### src/hdl/mtsp_pkg.sv
// Shared types, constants and saturation helpers for the matmul tile size planner.
// No dependencies; every other file in hdl/ refers to this package by scoped names.
`timescale 1ns / 1ps

package mtsp_pkg;

  // Default width of the M, N and K dimensions
  localparam int unsigned DIM_BITS_DEF = 16;

  // Fixed field widths
  localparam int unsigned WB_BITS     = 6;
  localparam int unsigned OUT_BITS    = 16;
  localparam int unsigned WS_BITS     = 40;
  localparam int unsigned BUDGET_BITS = 32;
  localparam int unsigned STEP_BITS   = 16;
  localparam int unsigned APB_DW      = 32;
  localparam int unsigned APB_AW      = 3;

  // Wide compare domain for saturation (covers 2*K*M at 32-bit dims)
  localparam int unsigned WIDE_BITS = 65;

  // Clamp width for N*K before the weight multiply: 2^43 * 1 >> 3 already saturates
  localparam int unsigned P_BITS = 44;

  localparam logic [WS_BITS-1:0]   WS_MAX       = '1;
  localparam logic [P_BITS-1:0]    P_SAT        = {1'b1, {(P_BITS-1){1'b0}}};
  localparam logic [STEP_BITS-1:0] DEFAULT_STEP = 16'd32;

  // Item queue depth between front and back (power of two)
  localparam int unsigned QDEPTH = 2;

  // Register index, taken from paddr[2]
  localparam logic REG_BUDGET = 1'b0;
  localparam logic REG_STEP   = 1'b1;

  // Queue status seen by the back end
  typedef struct packed {
    logic not_empty;
    logic zero_dim;
  } q_status_t;

  // Working-set unit response
  typedef struct packed {
    logic               done;
    logic [WS_BITS-1:0] ws;
  } ws_rsp_t;

  // Saturate a wide value at 2^40-1
  function automatic logic [WS_BITS-1:0] sat_ws(input logic [WIDE_BITS-1:0] x);
    logic [WS_BITS-1:0] r;
    if (x > WIDE_BITS'(WS_MAX)) begin
      r = WS_MAX;
    end else begin
      r = x[WS_BITS-1:0];
    end
    return r;
  endfunction

  // Clamp N*K so the weight product stays narrow and still saturates
  function automatic logic [P_BITS-1:0] clamp_p(input logic [WIDE_BITS-1:0] x);
    logic [P_BITS-1:0] r;
    if (x >= WIDE_BITS'(P_SAT)) begin
      r = P_SAT;
    end else begin
      r = x[P_BITS-1:0];
    end
    return r;
  endfunction

endpackage

### src/hdl/mtsp_front.sv
// Front end: takes shape commands, flags zero dimensions, and queues them.
// Depends on mtsp_pkg.
`timescale 1ns / 1ps

module mtsp_front #(
  parameter int unsigned W = mtsp_pkg::DIM_BITS_DEF
) (
  input  logic                         clk_i,
  input  logic                         rst_ni,
  input  logic                         start_i,
  output logic                         busy_o,
  input  logic [W-1:0]                 dim_m_i,
  input  logic [W-1:0]                 dim_n_i,
  input  logic [W-1:0]                 dim_k_i,
  input  logic [mtsp_pkg::WB_BITS-1:0] weight_width_i,
  input  logic                         pop_i,
  output mtsp_pkg::q_status_t          q_st_o,
  output logic [W-1:0]                 head_m_o,
  output logic [W-1:0]                 head_n_o,
  output logic [W-1:0]                 head_k_o,
  output logic [mtsp_pkg::WB_BITS-1:0] head_wb_o
);

  localparam int unsigned PTR_W = (mtsp_pkg::QDEPTH > 1) ? $clog2(mtsp_pkg::QDEPTH) : 1;
  localparam int unsigned CNT_W = PTR_W + 1;

  logic [W-1:0]                 m_mem    [mtsp_pkg::QDEPTH];
  logic [W-1:0]                 n_mem    [mtsp_pkg::QDEPTH];
  logic [W-1:0]                 k_mem    [mtsp_pkg::QDEPTH];
  logic [mtsp_pkg::WB_BITS-1:0] wb_mem   [mtsp_pkg::QDEPTH];
  logic                         zero_mem [mtsp_pkg::QDEPTH];

  logic [PTR_W-1:0] wr_ptr_q, wr_ptr_d;
  logic [PTR_W-1:0] rd_ptr_q, rd_ptr_d;
  logic [CNT_W-1:0] cnt_q, cnt_d;
  logic             push;
  logic             zero_dim;

  // Accept while the queue has room
  assign busy_o   = (cnt_q == CNT_W'(mtsp_pkg::QDEPTH));
  assign push     = start_i && !busy_o;
  assign zero_dim = (dim_m_i == '0) || (dim_n_i == '0) || (dim_k_i == '0);

  // Pointer and fill bookkeeping
  always_comb begin
    wr_ptr_d = wr_ptr_q;
    rd_ptr_d = rd_ptr_q;
    cnt_d    = cnt_q;
    if (push) begin
      wr_ptr_d = wr_ptr_q + PTR_W'(1);
    end
    if (pop_i) begin
      rd_ptr_d = rd_ptr_q + PTR_W'(1);
    end
    if (push && !pop_i) begin
      cnt_d = cnt_q + CNT_W'(1);
    end else if (!push && pop_i) begin
      cnt_d = cnt_q - CNT_W'(1);
    end
  end

  always_ff @(posedge clk_i or negedge rst_ni) begin
    if (!rst_ni) begin
      wr_ptr_q <= '0;
      rd_ptr_q <= '0;
      cnt_q    <= '0;
    end else begin
      wr_ptr_q <= wr_ptr_d;
      rd_ptr_q <= rd_ptr_d;
      cnt_q    <= cnt_d;
    end
  end

  // Queue storage
  always_ff @(posedge clk_i) begin
    if (push) begin
      m_mem[wr_ptr_q]    <= dim_m_i;
      n_mem[wr_ptr_q]    <= dim_n_i;
      k_mem[wr_ptr_q]    <= dim_k_i;
      wb_mem[wr_ptr_q]   <= weight_width_i;
      zero_mem[wr_ptr_q] <= zero_dim;
    end
  end

  // Head of queue
  assign q_st_o.not_empty = (cnt_q != '0);
  assign q_st_o.zero_dim  = zero_mem[rd_ptr_q];
  assign head_m_o         = m_mem[rd_ptr_q];
  assign head_n_o         = n_mem[rd_ptr_q];
  assign head_k_o         = k_mem[rd_ptr_q];
  assign head_wb_o        = wb_mem[rd_ptr_q];

endmodule

### src/hdl/mtsp_ws.sv
// Working-set evaluator: Mt*K*2 + floor(Nt*K*wbits/8) + Mt*Nt*2, saturated at 2^40-1.
// One shared multiplier walks the three products in turn. Depends on mtsp_pkg.
`timescale 1ns / 1ps

module mtsp_ws #(
  parameter int unsigned W = mtsp_pkg::DIM_BITS_DEF
) (
  input  logic                         clk_i,
  input  logic                         rst_ni,
  input  logic                         go_i,
  input  logic [W-1:0]                 mt_i,
  input  logic [W-1:0]                 nt_i,
  input  logic [W-1:0]                 k_i,
  input  logic [mtsp_pkg::WB_BITS-1:0] wbits_i,
  output mtsp_pkg::ws_rsp_t            rsp_o
);

  localparam int unsigned PW  = 2 * W;
  localparam int unsigned BPW = mtsp_pkg::P_BITS + mtsp_pkg::WB_BITS;
  localparam int unsigned SW  = mtsp_pkg::WS_BITS + 2;

  typedef enum logic [5:0] {
    PH_IDLE = 6'b000001,
    PH_A    = 6'b000010,
    PH_P    = 6'b000100,
    PH_C    = 6'b001000,
    PH_B    = 6'b010000,
    PH_SUM  = 6'b100000
  } ws_phase_e;

  ws_phase_e phase_q, phase_d;
  logic      done_q, done_d;

  logic [W-1:0]                 op_a, op_b;
  logic [PW-1:0]                prod;
  logic [PW-1:0]                prod_q;
  logic [mtsp_pkg::P_BITS-1:0]  p_q;
  logic [BPW-1:0]               wprod;
  logic [SW-1:0]                sum;
  logic [mtsp_pkg::WS_BITS-1:0] a_q, b_q, c_q, ws_q;

  // Shared multiplier operand select
  always_comb begin
    op_a = mt_i;
    op_b = k_i;
    case (phase_q)
      PH_P: begin
        op_a = nt_i;
        op_b = k_i;
      end
      PH_C: begin
        op_a = mt_i;
        op_b = nt_i;
      end
      default: begin
        op_a = mt_i;
        op_b = k_i;
      end
    endcase
  end

  assign prod  = PW'(op_a) * PW'(op_b);
  assign wprod = BPW'(p_q) * BPW'(wbits_i);
  assign sum   = SW'(a_q) + SW'(b_q) + SW'(c_q);

  // Phase sequencing
  always_comb begin
    phase_d = phase_q;
    done_d  = 1'b0;
    case (phase_q)
      PH_IDLE: if (go_i) begin
        phase_d = PH_A;
      end
      PH_A:    phase_d = PH_P;
      PH_P:    phase_d = PH_C;
      PH_C:    phase_d = PH_B;
      PH_B:    phase_d = PH_SUM;
      PH_SUM: begin
        phase_d = PH_IDLE;
        done_d  = 1'b1;
      end
      default: phase_d = PH_IDLE;
    endcase
  end

  always_ff @(posedge clk_i or negedge rst_ni) begin
    if (!rst_ni) begin
      phase_q <= PH_IDLE;
      done_q  <= 1'b0;
    end else begin
      phase_q <= phase_d;
      done_q  <= done_d;
    end
  end

  // Product terms, each saturated as it is formed
  always_ff @(posedge clk_i) begin
    case (phase_q)
      PH_A: prod_q <= prod;
      PH_P: begin
        a_q    <= mtsp_pkg::sat_ws(mtsp_pkg::WIDE_BITS'(prod_q) << 1);
        prod_q <= prod;
      end
      PH_C: begin
        p_q    <= mtsp_pkg::clamp_p(mtsp_pkg::WIDE_BITS'(prod_q));
        prod_q <= prod;
      end
      PH_B: begin
        c_q <= mtsp_pkg::sat_ws(mtsp_pkg::WIDE_BITS'(prod_q) << 1);
        b_q <= mtsp_pkg::sat_ws(mtsp_pkg::WIDE_BITS'(wprod >> 3));
      end
      PH_SUM: ws_q <= mtsp_pkg::sat_ws(mtsp_pkg::WIDE_BITS'(sum));
      default: ;
    endcase
  end

  assign rsp_o.done = done_q;
  assign rsp_o.ws   = ws_q;

endmodule

### src/hdl/mtsp_div.sv
// Restoring divider, one quotient bit per cycle, for the tile counts and edge sizes.
// Depends on mtsp_pkg only for the default width.
`timescale 1ns / 1ps

module mtsp_div #(
  parameter int unsigned W = mtsp_pkg::DIM_BITS_DEF
) (
  input  logic         clk_i,
  input  logic         rst_ni,
  input  logic         go_i,
  input  logic [W-1:0] dividend_i,
  input  logic [W-1:0] divisor_i,
  output logic         done_o,
  output logic [W-1:0] quot_o,
  output logic [W-1:0] rem_o
);

  localparam int unsigned CW = $clog2(W);

  logic          run_q, run_d;
  logic          done_q, done_d;
  logic [CW-1:0] cnt_q, cnt_d;
  logic [W:0]    rem_q;
  logic [W-1:0]  quot_q;
  logic [W-1:0]  dvs_q;

  logic [W:0]    rem_sh;
  logic [W:0]    diff;

  // One restoring step
  assign rem_sh = {rem_q[W-1:0], quot_q[W-1]};
  assign diff   = rem_sh - {1'b0, dvs_q};

  always_comb begin
    run_d  = run_q;
    done_d = 1'b0;
    cnt_d  = cnt_q;
    if (go_i) begin
      run_d = 1'b1;
      cnt_d = CW'(W - 1);
    end else if (run_q) begin
      cnt_d = cnt_q - CW'(1);
      if (cnt_q == '0) begin
        run_d  = 1'b0;
        done_d = 1'b1;
      end
    end
  end

  always_ff @(posedge clk_i or negedge rst_ni) begin
    if (!rst_ni) begin
      run_q  <= 1'b0;
      done_q <= 1'b0;
      cnt_q  <= '0;
    end else begin
      run_q  <= run_d;
      done_q <= done_d;
      cnt_q  <= cnt_d;
    end
  end

  // Datapath: dividend shifts out of quot_q as quotient bits shift in
  always_ff @(posedge clk_i) begin
    if (go_i) begin
      rem_q  <= '0;
      quot_q <= dividend_i;
      dvs_q  <= divisor_i;
    end else if (run_q) begin
      if (!diff[W]) begin
        rem_q  <= diff;
        quot_q <= {quot_q[W-2:0], 1'b1};
      end else begin
        rem_q  <= rem_sh;
        quot_q <= {quot_q[W-2:0], 1'b0};
      end
    end
  end

  assign done_o = done_q;
  assign quot_o = quot_q;
  assign rem_o  = rem_q[W-1:0];

endmodule

### src/hdl/mtsp_back.sv
// Back end: plans one queued shape (width search, height search, counts, final working set).
// Depends on mtsp_pkg, mtsp_ws and mtsp_div.
`timescale 1ns / 1ps

module mtsp_back #(
  parameter int unsigned W = mtsp_pkg::DIM_BITS_DEF
) (
  input  logic                             clk_i,
  input  logic                             rst_ni,
  input  mtsp_pkg::q_status_t              q_st_i,
  input  logic [W-1:0]                     head_m_i,
  input  logic [W-1:0]                     head_n_i,
  input  logic [W-1:0]                     head_k_i,
  input  logic [mtsp_pkg::WB_BITS-1:0]     head_wb_i,
  output logic                             pop_o,
  input  logic [mtsp_pkg::BUDGET_BITS-1:0] budget_i,
  input  logic [mtsp_pkg::STEP_BITS-1:0]   step_i,
  output logic                             done_o,
  output logic                             shape_ok_o,
  output logic [mtsp_pkg::OUT_BITS-1:0]    tile_height_o,
  output logic [mtsp_pkg::OUT_BITS-1:0]    tile_width_o,
  output logic [mtsp_pkg::OUT_BITS-1:0]    row_tiles_o,
  output logic [mtsp_pkg::OUT_BITS-1:0]    col_tiles_o,
  output logic [mtsp_pkg::OUT_BITS-1:0]    last_row_height_o,
  output logic [mtsp_pkg::OUT_BITS-1:0]    last_col_width_o,
  output logic [mtsp_pkg::WS_BITS-1:0]     max_working_set_o,
  output logic                             is_tiled_o,
  output logic                             fits_budget_o
);

  localparam int unsigned BI_W  = $clog2(W);
  localparam int unsigned TP_W  = W + mtsp_pkg::STEP_BITS;
  localparam int unsigned CMP_W = 33;

  typedef enum logic [8:0] {
    ST_IDLE  = 9'b000000001,
    ST_SETUP = 9'b000000010,
    ST_WS0   = 9'b000000100,
    ST_MUL   = 9'b000001000,
    ST_TRY   = 9'b000010000,
    ST_WST   = 9'b000100000,
    ST_DIVR  = 9'b001000000,
    ST_DIVC  = 9'b010000000,
    ST_FINAL = 9'b100000000
  } back_state_e;

  back_state_e state_q, state_d;
  logic        ws_go_q, ws_go_d;
  logic        div_go_q, div_go_d;
  logic        done_q, done_d;

  // Item and planning registers
  logic [W-1:0]                 m_q, m_d, n_q, n_d, k_q, k_d;
  logic [mtsp_pkg::WB_BITS-1:0] wb_q, wb_d;
  logic [W-1:0]                 mt_q, mt_d, nt_q, nt_d;
  logic [W-1:0]                 start_q, start_d;
  logic [W-1:0]                 vtry_q, vtry_d;
  logic [W-1:0]                 vacc_q, vacc_d;
  logic [W-1:0]                 acc_q, acc_d;
  logic [BI_W-1:0]              bidx_q, bidx_d;
  logic [TP_W-1:0]              tprod_q, tprod_d;
  logic                         hdim_q, hdim_d;
  logic [W-1:0]                 rows_q, rows_d, cols_q, cols_d;
  logic [W-1:0]                 lastr_q, lastr_d, lastc_q, lastc_d;

  // Result registers
  logic                                 shape_ok_q, shape_ok_d;
  logic [mtsp_pkg::OUT_BITS-1:0]        th_q, th_d, tw_q, tw_d;
  logic [mtsp_pkg::OUT_BITS-1:0]        rt_q, rt_d, ct_q, ct_d;
  logic [mtsp_pkg::OUT_BITS-1:0]        lr_q, lr_d, lc_q, lc_d;
  logic [mtsp_pkg::WS_BITS-1:0]         mws_q, mws_d;
  logic                                 tiled_q, tiled_d, fits_q, fits_d;

  // Helpers
  logic [mtsp_pkg::STEP_BITS-1:0] step_eff;
  logic [W-1:0]                   t_cand;
  logic                           t_valid;
  logic [W-1:0]                   v_diff;
  logic                           ws_over;
  logic                           adv, fin;
  logic [W-1:0]                   fin_val;

  mtsp_pkg::ws_rsp_t ws_rsp;
  logic [W-1:0]      ws_mt, ws_nt;
  logic              div_done;
  logic [W-1:0]      div_q, div_r, div_a, div_b;

  function automatic logic [mtsp_pkg::OUT_BITS-1:0] to_out(input logic [W-1:0] v);
    logic [63:0] x;
    x = 64'(v);
    return x[mtsp_pkg::OUT_BITS-1:0];
  endfunction

  function automatic logic le_step(input logic [W-1:0] v,
                                   input logic [mtsp_pkg::STEP_BITS-1:0] s);
    return CMP_W'(v) <= CMP_W'(s);
  endfunction

  assign step_eff = (step_i == '0) ? mtsp_pkg::DEFAULT_STEP : step_i;

  // Candidate step count: accepted bits so far plus the bit under test
  assign t_cand  = acc_q | (W'(1) << bidx_q);
  assign t_valid = tprod_q < TP_W'(start_q);
  assign v_diff  = start_q - tprod_q[W-1:0];
  assign ws_over = mtsp_pkg::WS_BITS'(budget_i) < ws_rsp.ws;

  // Working-set operands: the dimension under search comes from vtry_q
  assign ws_mt = hdim_q ? vtry_q : mt_q;
  assign ws_nt = hdim_q ? nt_q : vtry_q;

  // Divider operands: rows first, then columns
  assign div_a = (state_q == ST_DIVC) ? n_q : m_q;
  assign div_b = (state_q == ST_DIVC) ? nt_q : mt_q;

  mtsp_ws #(
    .W (W)
  ) u_ws (
    .clk_i   (clk_i),
    .rst_ni  (rst_ni),
    .go_i    (ws_go_q),
    .mt_i    (ws_mt),
    .nt_i    (ws_nt),
    .k_i     (k_q),
    .wbits_i (wb_q),
    .rsp_o   (ws_rsp)
  );

  mtsp_div #(
    .W (W)
  ) u_div (
    .clk_i      (clk_i),
    .rst_ni     (rst_ni),
    .go_i       (div_go_q),
    .dividend_i (div_a),
    .divisor_i  (div_b),
    .done_o     (div_done),
    .quot_o     (div_q),
    .rem_o      (div_r)
  );

  // Planning sequencer
  always_comb begin
    state_d    = state_q;
    ws_go_d    = 1'b0;
    div_go_d   = 1'b0;
    done_d     = 1'b0;
    pop_o      = 1'b0;
    m_d        = m_q;
    n_d        = n_q;
    k_d        = k_q;
    wb_d       = wb_q;
    mt_d       = mt_q;
    nt_d       = nt_q;
    start_d    = start_q;
    vtry_d     = vtry_q;
    vacc_d     = vacc_q;
    acc_d      = acc_q;
    bidx_d     = bidx_q;
    tprod_d    = tprod_q;
    hdim_d     = hdim_q;
    rows_d     = rows_q;
    cols_d     = cols_q;
    lastr_d    = lastr_q;
    lastc_d    = lastc_q;
    shape_ok_d = shape_ok_q;
    th_d       = th_q;
    tw_d       = tw_q;
    rt_d       = rt_q;
    ct_d       = ct_q;
    lr_d       = lr_q;
    lc_d       = lc_q;
    mws_d      = mws_q;
    tiled_d    = tiled_q;
    fits_d     = fits_q;
    adv        = 1'b0;
    fin        = 1'b0;
    fin_val    = start_q;

    case (state_q)
      ST_IDLE: begin
        if (q_st_i.not_empty) begin
          pop_o = 1'b1;
          m_d   = head_m_i;
          n_d   = head_n_i;
          k_d   = head_k_i;
          wb_d  = head_wb_i;
          if (q_st_i.zero_dim) begin
            // Degenerate shape: all-zero result right away
            done_d     = 1'b1;
            shape_ok_d = 1'b0;
            th_d       = '0;
            tw_d       = '0;
            rt_d       = '0;
            ct_d       = '0;
            lr_d       = '0;
            lc_d       = '0;
            mws_d      = '0;
            tiled_d    = 1'b0;
            fits_d     = 1'b0;
          end else begin
            mt_d = head_m_i;
            nt_d = head_n_i;
            if (budget_i == '0) begin
              div_go_d = 1'b1;
              state_d  = ST_DIVR;
            end else begin
              hdim_d  = 1'b0;
              start_d = head_n_i;
              state_d = ST_SETUP;
            end
          end
        end
      end

      // Start of one dimension's search
      ST_SETUP: begin
        if (le_step(start_q, step_eff)) begin
          fin     = 1'b1;
          fin_val = start_q;
        end else begin
          vtry_d  = start_q;
          ws_go_d = 1'b1;
          state_d = ST_WS0;
        end
      end

      // Full dimension already fits: keep it; else start the binary search over the step count
      ST_WS0: begin
        if (ws_rsp.done) begin
          if (!ws_over) begin
            fin     = 1'b1;
            fin_val = start_q;
          end else begin
            acc_d   = '0;
            vacc_d  = start_q;
            bidx_d  = BI_W'(W - 1);
            state_d = ST_MUL;
          end
        end
      end

      ST_MUL: begin
        tprod_d = TP_W'(t_cand) * TP_W'(step_eff);
        state_d = ST_TRY;
      end

      // Only candidates still above one step need a working-set check
      ST_TRY: begin
        if (t_valid && !le_step(v_diff, step_eff)) begin
          vtry_d  = v_diff;
          ws_go_d = 1'b1;
          state_d = ST_WST;
        end else begin
          adv = 1'b1;
        end
      end

      // Still over budget: this many steps are not enough, keep the bit
      ST_WST: begin
        if (ws_rsp.done) begin
          if (ws_over) begin
            acc_d  = t_cand;
            vacc_d = vtry_q;
          end
          adv = 1'b1;
        end
      end

      ST_DIVR: begin
        if (div_done) begin
          rows_d   = div_q + W'(div_r != '0);
          lastr_d  = (div_r != '0) ? div_r : mt_q;
          div_go_d = 1'b1;
          state_d  = ST_DIVC;
        end
      end

      ST_DIVC: begin
        if (div_done) begin
          cols_d  = div_q + W'(div_r != '0);
          lastc_d = (div_r != '0) ? div_r : nt_q;
          vtry_d  = mt_q;
          hdim_d  = 1'b1;
          ws_go_d = 1'b1;
          state_d = ST_FINAL;
        end
      end

      // Working set of the full tile, then publish
      ST_FINAL: begin
        if (ws_rsp.done) begin
          done_d     = 1'b1;
          shape_ok_d = 1'b1;
          th_d       = to_out(mt_q);
          tw_d       = to_out(nt_q);
          rt_d       = to_out(rows_q);
          ct_d       = to_out(cols_q);
          lr_d       = to_out(lastr_q);
          lc_d       = to_out(lastc_q);
          mws_d      = ws_rsp.ws;
          tiled_d    = (rows_q > W'(1)) || (cols_q > W'(1));
          fits_d     = (budget_i == '0) || !ws_over;
          state_d    = ST_IDLE;
        end
      end

      default: state_d = ST_IDLE;
    endcase

    // Next bit of the step count, or done: one step past the last failing count
    if (adv) begin
      if (bidx_q == '0) begin
        fin     = 1'b1;
        fin_val = vacc_d - W'(step_eff);
      end else begin
        bidx_d  = bidx_q - BI_W'(1);
        state_d = ST_MUL;
      end
    end

    // Dimension settled: width goes on to height, height goes on to the counts
    if (fin) begin
      if (!hdim_q) begin
        nt_d    = fin_val;
        hdim_d  = 1'b1;
        start_d = m_q;
        state_d = ST_SETUP;
      end else begin
        mt_d     = fin_val;
        div_go_d = 1'b1;
        state_d  = ST_DIVR;
      end
    end
  end

  always_ff @(posedge clk_i or negedge rst_ni) begin
    if (!rst_ni) begin
      state_q  <= ST_IDLE;
      ws_go_q  <= 1'b0;
      div_go_q <= 1'b0;
      done_q   <= 1'b0;
    end else begin
      state_q  <= state_d;
      ws_go_q  <= ws_go_d;
      div_go_q <= div_go_d;
      done_q   <= done_d;
    end
  end

  always_ff @(posedge clk_i) begin
    m_q        <= m_d;
    n_q        <= n_d;
    k_q        <= k_d;
    wb_q       <= wb_d;
    mt_q       <= mt_d;
    nt_q       <= nt_d;
    start_q    <= start_d;
    vtry_q     <= vtry_d;
    vacc_q     <= vacc_d;
    acc_q      <= acc_d;
    bidx_q     <= bidx_d;
    tprod_q    <= tprod_d;
    hdim_q     <= hdim_d;
    rows_q     <= rows_d;
    cols_q     <= cols_d;
    lastr_q    <= lastr_d;
    lastc_q    <= lastc_d;
    shape_ok_q <= shape_ok_d;
    th_q       <= th_d;
    tw_q       <= tw_d;
    rt_q       <= rt_d;
    ct_q       <= ct_d;
    lr_q       <= lr_d;
    lc_q       <= lc_d;
    mws_q      <= mws_d;
    tiled_q    <= tiled_d;
    fits_q     <= fits_d;
  end

  assign done_o            = done_q;
  assign shape_ok_o        = shape_ok_q;
  assign tile_height_o     = th_q;
  assign tile_width_o      = tw_q;
  assign row_tiles_o       = rt_q;
  assign col_tiles_o       = ct_q;
  assign last_row_height_o = lr_q;
  assign last_col_width_o  = lc_q;
  assign max_working_set_o = mws_q;
  assign is_tiled_o        = tiled_q;
  assign fits_budget_o     = fits_q;

endmodule

### src/hdl/matmul_tile_size_planner_unit.sv
// Top level of the matmul tile size planner: config registers, front queue, planning back end.
// Depends on mtsp_pkg, mtsp_front and mtsp_back.
`timescale 1ns / 1ps

// Usage
//   Command: drive dim_m_i, dim_n_i, dim_k_i, weight_width_i with start high; the shape is
//   taken at a clock edge where start is high and busy is low. A two-entry queue sits
//   between the front end and the planner, so two commands can be pending.
//   Result: done_o is high for exactly one cycle with the full plan on the result ports.
//   There is no backpressure; a result must be captured in that cycle.
//   Config: APB write to 0x0 sets budget_bytes, 0x4 sets shrink_step; pready is always
//   high. Write only while no command is pending.
//   Planning: a shape with a zero dimension is answered from the idle state, with no search.
//   With a zero budget: two divider passes plus one working-set pass. With a budget, the
//   binary search over the step count costs one working-set pass through the shared
//   multiplier per bit, for the width and then the height.
//   Commands are planned one at a time; the next leaves the queue once the last is done.
//   Reset: queue empties, planner returns to idle, both registers read zero.

module matmul_tile_size_planner_unit #(
  parameter int unsigned DIM_BITS = mtsp_pkg::DIM_BITS_DEF
) (
  input  logic                           clk_i,
  input  logic                           rst_ni,
  // Command channel
  input  logic                           start,
  output logic                           busy,
  input  logic [DIM_BITS-1:0]            dim_m_i,
  input  logic [DIM_BITS-1:0]            dim_n_i,
  input  logic [DIM_BITS-1:0]            dim_k_i,
  input  logic [mtsp_pkg::WB_BITS-1:0]   weight_width_i,
  // Config port
  input  logic                           psel,
  input  logic                           penable,
  input  logic                           pwrite,
  input  logic [mtsp_pkg::APB_AW-1:0]    paddr,
  input  logic [mtsp_pkg::APB_DW-1:0]    pwdata,
  output logic [mtsp_pkg::APB_DW-1:0]    prdata,
  output logic                           pready,
  // Result channel
  output logic                           done_o,
  output logic                           shape_ok_o,
  output logic [mtsp_pkg::OUT_BITS-1:0]  tile_height_o,
  output logic [mtsp_pkg::OUT_BITS-1:0]  tile_width_o,
  output logic [mtsp_pkg::OUT_BITS-1:0]  row_tiles_o,
  output logic [mtsp_pkg::OUT_BITS-1:0]  col_tiles_o,
  output logic [mtsp_pkg::OUT_BITS-1:0]  last_row_height_o,
  output logic [mtsp_pkg::OUT_BITS-1:0]  last_col_width_o,
  output logic [mtsp_pkg::WS_BITS-1:0]   max_working_set_o,
  output logic                           is_tiled_o,
  output logic                           fits_budget_o
);

  logic [mtsp_pkg::BUDGET_BITS-1:0] budget_q;
  logic [mtsp_pkg::STEP_BITS-1:0]   step_q;
  logic                             cfg_wr;

  mtsp_pkg::q_status_t          q_st;
  logic                         pop;
  logic [DIM_BITS-1:0]          head_m, head_n, head_k;
  logic [mtsp_pkg::WB_BITS-1:0] head_wb;

  // Config registers
  assign pready = 1'b1;
  assign cfg_wr = psel && penable && pwrite && pready;

  always_ff @(posedge clk_i or negedge rst_ni) begin
    if (!rst_ni) begin
      budget_q <= '0;
      step_q   <= '0;
    end else if (cfg_wr) begin
      if (paddr[2] == mtsp_pkg::REG_BUDGET) begin
        budget_q <= pwdata;
      end else begin
        step_q <= pwdata[mtsp_pkg::STEP_BITS-1:0];
      end
    end
  end

  assign prdata = (paddr[2] == mtsp_pkg::REG_STEP) ? mtsp_pkg::APB_DW'(step_q) : budget_q;

  mtsp_front #(
    .W (DIM_BITS)
  ) u_front (
    .clk_i          (clk_i),
    .rst_ni         (rst_ni),
    .start_i        (start),
    .busy_o         (busy),
    .dim_m_i        (dim_m_i),
    .dim_n_i        (dim_n_i),
    .dim_k_i        (dim_k_i),
    .weight_width_i (weight_width_i),
    .pop_i          (pop),
    .q_st_o         (q_st),
    .head_m_o       (head_m),
    .head_n_o       (head_n),
    .head_k_o       (head_k),
    .head_wb_o      (head_wb)
  );

  mtsp_back #(
    .W (DIM_BITS)
  ) u_back (
    .clk_i             (clk_i),
    .rst_ni            (rst_ni),
    .q_st_i            (q_st),
    .head_m_i          (head_m),
    .head_n_i          (head_n),
    .head_k_i          (head_k),
    .head_wb_i         (head_wb),
    .pop_o             (pop),
    .budget_i          (budget_q),
    .step_i            (step_q),
    .done_o            (done_o),
    .shape_ok_o        (shape_ok_o),
    .tile_height_o     (tile_height_o),
    .tile_width_o      (tile_width_o),
    .row_tiles_o       (row_tiles_o),
    .col_tiles_o       (col_tiles_o),
    .last_row_height_o (last_row_height_o),
    .last_col_width_o  (last_col_width_o),
    .max_working_set_o (max_working_set_o),
    .is_tiled_o        (is_tiled_o),
    .fits_budget_o     (fits_budget_o)
  );

`ifndef SYNTH
  // A rejected shape carries a zero tile size, a zero working set and clear flags
  a_zero_shape: assert property (@(posedge clk_i) disable iff (!rst_ni)
    done_o && !shape_ok_o |-> tile_height_o == '0 && tile_width_o == '0 &&
      max_working_set_o == '0 && !fits_budget_o && !is_tiled_o)
    else $error("zero-dimension result carries nonzero fields");

  // An unlimited budget always fits
  a_unlimited_fits: assert property (@(posedge clk_i) disable iff (!rst_ni)
    done_o && shape_ok_o && budget_q == '0 |-> fits_budget_o)
    else $error("unlimited budget reported as not fitting");

  // A valid shape always has a nonzero working set
  a_ws_nonzero: assert property (@(posedge clk_i) disable iff (!rst_ni)
    done_o && shape_ok_o |-> max_working_set_o != '0)
    else $error("valid shape with zero working set");
`endif

endmodule
### config.mk
export PLATFORM = sky130hd
export DESIGN_NAME = matmul_tile_size_planner_unit
export DESIGN_NICKNAME = d
export VERILOG_FILES = /design/src/hdl/mtsp_pkg.sv /design/src/hdl/mtsp_front.sv /design/src/hdl/mtsp_ws.sv /design/src/hdl/mtsp_div.sv /design/src/hdl/mtsp_back.sv /design/src/hdl/matmul_tile_size_planner_unit.sv
export SDC_FILE = /design/constraint.sdc
export NUM_CORES = 2
export LEC_CHECK = 0
export BUFFER_PORTS_ARGS = -buffer_cell sky130_fd_sc_hd__buf_2
export CAP_MARGIN = 20
export CORE_MARGIN = 2
export CORE_UTILIZATION = 30
export DETAILED_ROUTE_END_ITERATION = 10
export PLACE_DENSITY_LB_ADDON = 0.1
export SYNTH_ARGS = -nofsm -noshare
export SYNTH_HDL_FRONTEND = slang
export SYNTH_SLANG_ARGS = --single-unit
### constraint.sdc
create_clock -name clk_i -period 11.65 [get_ports clk_i]
set_clock_uncertainty 0.2 [all_clocks]
set_input_delay 1.165 -clock clk_i [delete_from_list [all_inputs] [get_ports clk_i]]
set_output_delay 1.165 -clock clk_i [all_outputs]
set_load 0.02 [all_outputs]
==> run_summary.xml <==
<?xml version="1.0" encoding="UTF-8"?>
<metrics>
  <group name="die">
    <metric name="ios" unit="">269</metric>
    <metric name="core" unit="sq um">195400</metric>
    <metric name="die_w" unit="microns">447.9</metric>
    <metric name="die_h" unit="microns">447.9</metric>
    <metric name="die_area" unit="sq um">200600</metric>
    <metric name="row_count" unit="">162</metric>
    <metric name="initial_core_util" unit="">0.3026</metric>
  </group>
  <group name="critical_path">
    <metric name="critical_path_cell_with_the_highest_stage_delay" unit="">sky130_fd_sc_hd__inv_2</metric>
    <metric name="slowest_delay" unit="ns">0.56</metric>
    <metric name="critPathRequiredTime" unit="ns">11.92</metric>
    <metric name="crit_path_end_kind" unit="">flip-flop</metric>
    <metric name="timing.critical_path.from_type" unit="">flip-flop</metric>
    <metric name="critical-path-top-cell-by-count" unit="">sky130_fd_sc_hd__fa_1</metric>
    <metric name="reg2regPathDepth" unit="">29</metric>
    <metric name="reg2reg_to" unit="">u_back.u_ws.prod_q[31]$_DFFE_PP_</metric>
    <metric name="ff2ff_setup_slack" unit="ns">2.49</metric>
    <metric name="critPathArrivalTime" unit="ns">9.44</metric>
    <metric name="worst-path-max-fanout" unit="">35</metric>
    <metric name="timing.rr.start" unit="">u_back.u_ws.phase_q[4]$_DFFE_PN0P_</metric>
    <metric name="crit_type" unit="">flip-flop to flip-flop</metric>
    <metric name="crit_path_start" unit="">u_back.u_ws.phase_q[4]$_DFFE_PN0P_</metric>
  </group>
  <group name="grt">
    <metric name="wire_length_of_the_first_global_routing_pass" unit="microns">277500</metric>
    <metric name="first_global_vias" unit="">41410</metric>
    <metric name="track_usage" unit="">0.1874</metric>
    <metric name="grt_start_max_net_pins" unit="">104</metric>
    <metric name="antenna_found_initial" unit="">10</metric>
    <metric name="globalRoute.totalOverflow" unit="">0</metric>
  </group>
  <group name="yosys">
    <metric name="post_synth_design_cell_area" unit="sq um">59120</metric>
    <metric name="leading_cell_type_by_number_of_instances_after_synthesis" unit="">sky130_fd_sc_hd__inv_1</metric>
    <metric name="ys_seq_elements" unit="">820</metric>
    <metric name="biggest_area_contributors_in_the_synthesized_netlist" unit="">sky130_fd_sc_hd__edfxtp_1, sky130_fd_sc_hd__fa_1, sky130_fd_sc_hd__ha_1</metric>
    <metric name="yosys.area.top_type_share" unit="">0.3342</metric>
    <metric name="postSynth.asyncResetShare" unit="">0.09390</metric>
    <metric name="syn_area_per_cell" unit="sq um">10.78</metric>
    <metric name="post-synth-top-area-cell" unit="">sky130_fd_sc_hd__edfxtp_1</metric>
    <metric name="synth-edff-count" unit="">658</metric>
    <metric name="synth_commonest_cells" unit="">sky130_fd_sc_hd__inv_1, sky130_fd_sc_hd__nand2_1, sky130_fd_sc_hd__edfxtp_1</metric>
    <metric name="synth-warning-count" unit="">0</metric>
    <metric name="yosysSeqAreaShare" unit="">0.3956</metric>
    <metric name="synthesized_instance_count" unit="">5482</metric>
    <metric name="synth_ff_type" unit="">sky130_fd_sc_hd__edfxtp_1</metric>
    <metric name="synthDistinctLibCells" unit="">86</metric>
  </group>
  <group name="sta">
    <metric name="final-setup-viol-count" unit="">0</metric>
    <metric name="slew_headroom" unit="">0.2143</metric>
    <metric name="layout_min_cycle_time" unit="ns">9.162</metric>
    <metric name="maxClockFrequency" unit="GHz">0.1091</metric>
    <metric name="worst_pin_slew" unit="ns">1.168</metric>
    <metric name="slew_violations" unit="">0</metric>
    <metric name="layout_worst_path_cycle_share" unit="">0.7865</metric>
    <metric name="fin_setup_tns" unit="ns">0</metric>
    <metric name="rsz0062_at_grt" unit="">no</metric>
    <metric name="finalHoldViolations" unit="">0</metric>
  </group>
  <group name="cells_and_area">
    <metric name="finalCoreUtilization" unit="">0.3425</metric>
    <metric name="layout-drive-gt1-share" unit="">0.1169</metric>
    <metric name="nets" unit="">6798</metric>
    <metric name="area_growth" unit="%">13.20</metric>
  </group>
  <group name="clock_network">
    <metric name="tritoncts" unit="">done</metric>
    <metric name="cts_root_buf" unit="">sky130_fd_sc_hd__clkbuf_16</metric>
    <metric name="cts_post_setup_buffers_inserted" unit="">0</metric>
    <metric name="clk_transition_reported_paths" unit="ns">0.06</metric>
    <metric name="tritoncts.num_buffers" unit="">100</metric>
    <metric name="htree_levels" unit="">3</metric>
    <metric name="cts_hold_buffers" unit="">0</metric>
    <metric name="clock_latency" unit="ns">0.78</metric>
    <metric name="tritoncts_num_sinks" unit="">820</metric>
    <metric name="cts_max_path_buffers" unit="">3</metric>
    <metric name="post_cts_resized" unit="">0</metric>
  </group>
  <group name="route">
    <metric name="drt_first_pass_iters" unit="">5</metric>
    <metric name="dr_total_vias" unit="">40160</metric>
    <metric name="drc" unit="">0</metric>
    <metric name="drtIter0Drc" unit="">2690</metric>
    <metric name="antenna_left" unit="">0</metric>
    <metric name="vias_cell" unit="">4.752</metric>
    <metric name="route.detailed.wl_per_inst" unit="microns">22.21</metric>
    <metric name="final_wl" unit="microns">187700</metric>
  </group>
  <group name="flow_run">
    <metric name="cap_viol_max_count" unit="">0</metric>
  </group>
  <group name="hold_path">
    <metric name="worst_hold_class" unit="">input port to asynchronous set/reset pin</metric>
  </group>
  <group name="placement">
    <metric name="gp_congestion" unit="">0.8762</metric>
    <metric name="numPortBuffers" unit="">261</metric>
    <metric name="post-dp-hpwl" unit="microns">144300</metric>
  </group>
  <group name="outcome">
    <metric name="status" unit="">finished clean</metric>
  </group>
</metrics>
==> per-layer routing <==
layer  wire (microns)  GRT usage  vias up
met5                0          0        -
met4             6341    0.05948        0
met3             8551    0.02772      224
met2            84570     0.2974      936
met1            88280     0.2625    20230
li1                 -          -    18770
==> how the worst max path moves through the flow <==
| stage | endpoint | slack (ns) | cells past startpoint |
|---|---|---|---|
| floorplan | u_back.u_ws.prod_q[31]$_DFFE_PP_ | 2.82 | 30 |
| global placement | u_back.u_ws.prod_q[31]$_DFFE_PP_ | 2.46 | 29 |
| detailed placement | u_back.u_ws.prod_q[31]$_DFFE_PP_ | 2.42 | 29 |
| CTS | u_back.u_ws.prod_q[31]$_DFFE_PP_ | 2.40 | 29 |
| global route | u_back.u_ws.prod_q[31]$_DFFE_PP_ | 1.87 | 29 |
| finish | u_back.u_ws.prod_q[31]$_DFFE_PP_ | 2.49 | 29 |
==> per-stage QoR <==
stage	worst slack (ns)	std cells	hold slack, ns	area [sq um]
2_1_floorplan	2.818	5485	0.2003	59130
3_3_place_gp	2.456	8258	0.2123	63640
3_5_place_dp	2.415	8259	0.2114	63650
4_1_cts	2.400	8445	0.01766	66860
5_1_grt	1.873	8449	0.04878	66920
6_report	2.488	8452	0.08219	66920
==> registers in the layout, indices dropped and copies added (netlist names), 32 cells and up <==
signal and count:
u_back.u_ws.b_q 35, budget_q 32, u_back.max_working_set_o 36, u_front.m_mem 32, u_front.k_mem 32, u_back.u_ws.ws_q 36, u_back.tprod_q 32, u_front.n_mem 32
u_back.u_ws.c_q 32, u_back.u_ws.p_q 32, u_back.u_ws.prod_q 32, u_back.u_ws.a_q 32
==> critical path: cells and delay by family, from the launching register on <==
| kind | cells | cell delay (ns) |
|---|---|---|
| and+or+nand+nor | 7 | 1.48 |
| AOI/OAI and AO/OA | 6 | 1.66 |
| DFF | 1 | 0.44 |
| xor gates and xnor gates | 1 | 0.14 |
| buffers and inverters | 8 | 1.63 |
| adders and majority gates | 7 | 3.30 |
==> kinds of logic after synthesis <==
| group | synth area share |
|---|---|
| DFF | 0.3956 |
| buffers and inverters | 0.06101 |
| and+or+nand+nor | 0.1246 |
| other | 0.0001270 |
| xor gates and xnor gates | 0.02667 |
| adders and majority gates | 0.2730 |
| muxes | 0.04303 |
| AOI/OAI and AO/OA | 0.07591 |
==> final cells by class <==
class | instances | area [sq um]
fillers | 19940 | 128500
multi-input cells | 3721 | 32230
repair buffers | 345 | 1972
well taps | 2624 | 3283
clock buffers | 125 | 2626
clock inverters | 61 | 583.1
flip-flops and latches | 820 | 23390
diodes | 4 | 10.01
inverters | 752 | 2824
==> placed cells by master, fill, tap and decap left out, types with 83 or more instances in the layout <==
cell / netlist / routed
sky130_fd_sc_hd__and2_1: 154 / 154
sky130_fd_sc_hd__ha_1: 418 / 418
sky130_fd_sc_hd__dfxtp_1: 85 / 84
sky130_fd_sc_hd__nand2_1: 712 / 712
sky130_fd_sc_hd__xnor2_1: 123 / 123
sky130_fd_sc_hd__fa_1: 545 / 545
sky130_fd_sc_hd__o21ai_0: 146 / 144
sky130_fd_sc_hd__inv_1: 748 / 744
sky130_fd_sc_hd__edfxtp_1: 658 / 658
sky130_fd_sc_hd__mux2i_1: 118 / 118
sky130_fd_sc_hd__nor2_1: 409 / 407
sky130_fd_sc_hd__buf_2: 11 / 260
sky130_fd_sc_hd__a21o_1: 129 / 129
sky130_fd_sc_hd__a21oi_1: 191 / 188
sky130_fd_sc_hd__buf_4: 9 / 83
sky130_fd_sc_hd__mux2_2: 121 / 121
sky130_fd_sc_hd__clkbuf_16: 0 / 100
Power is not shown: default switching activity piles up to over one toggle a cycle in this logic, so the estimate is an artifact.
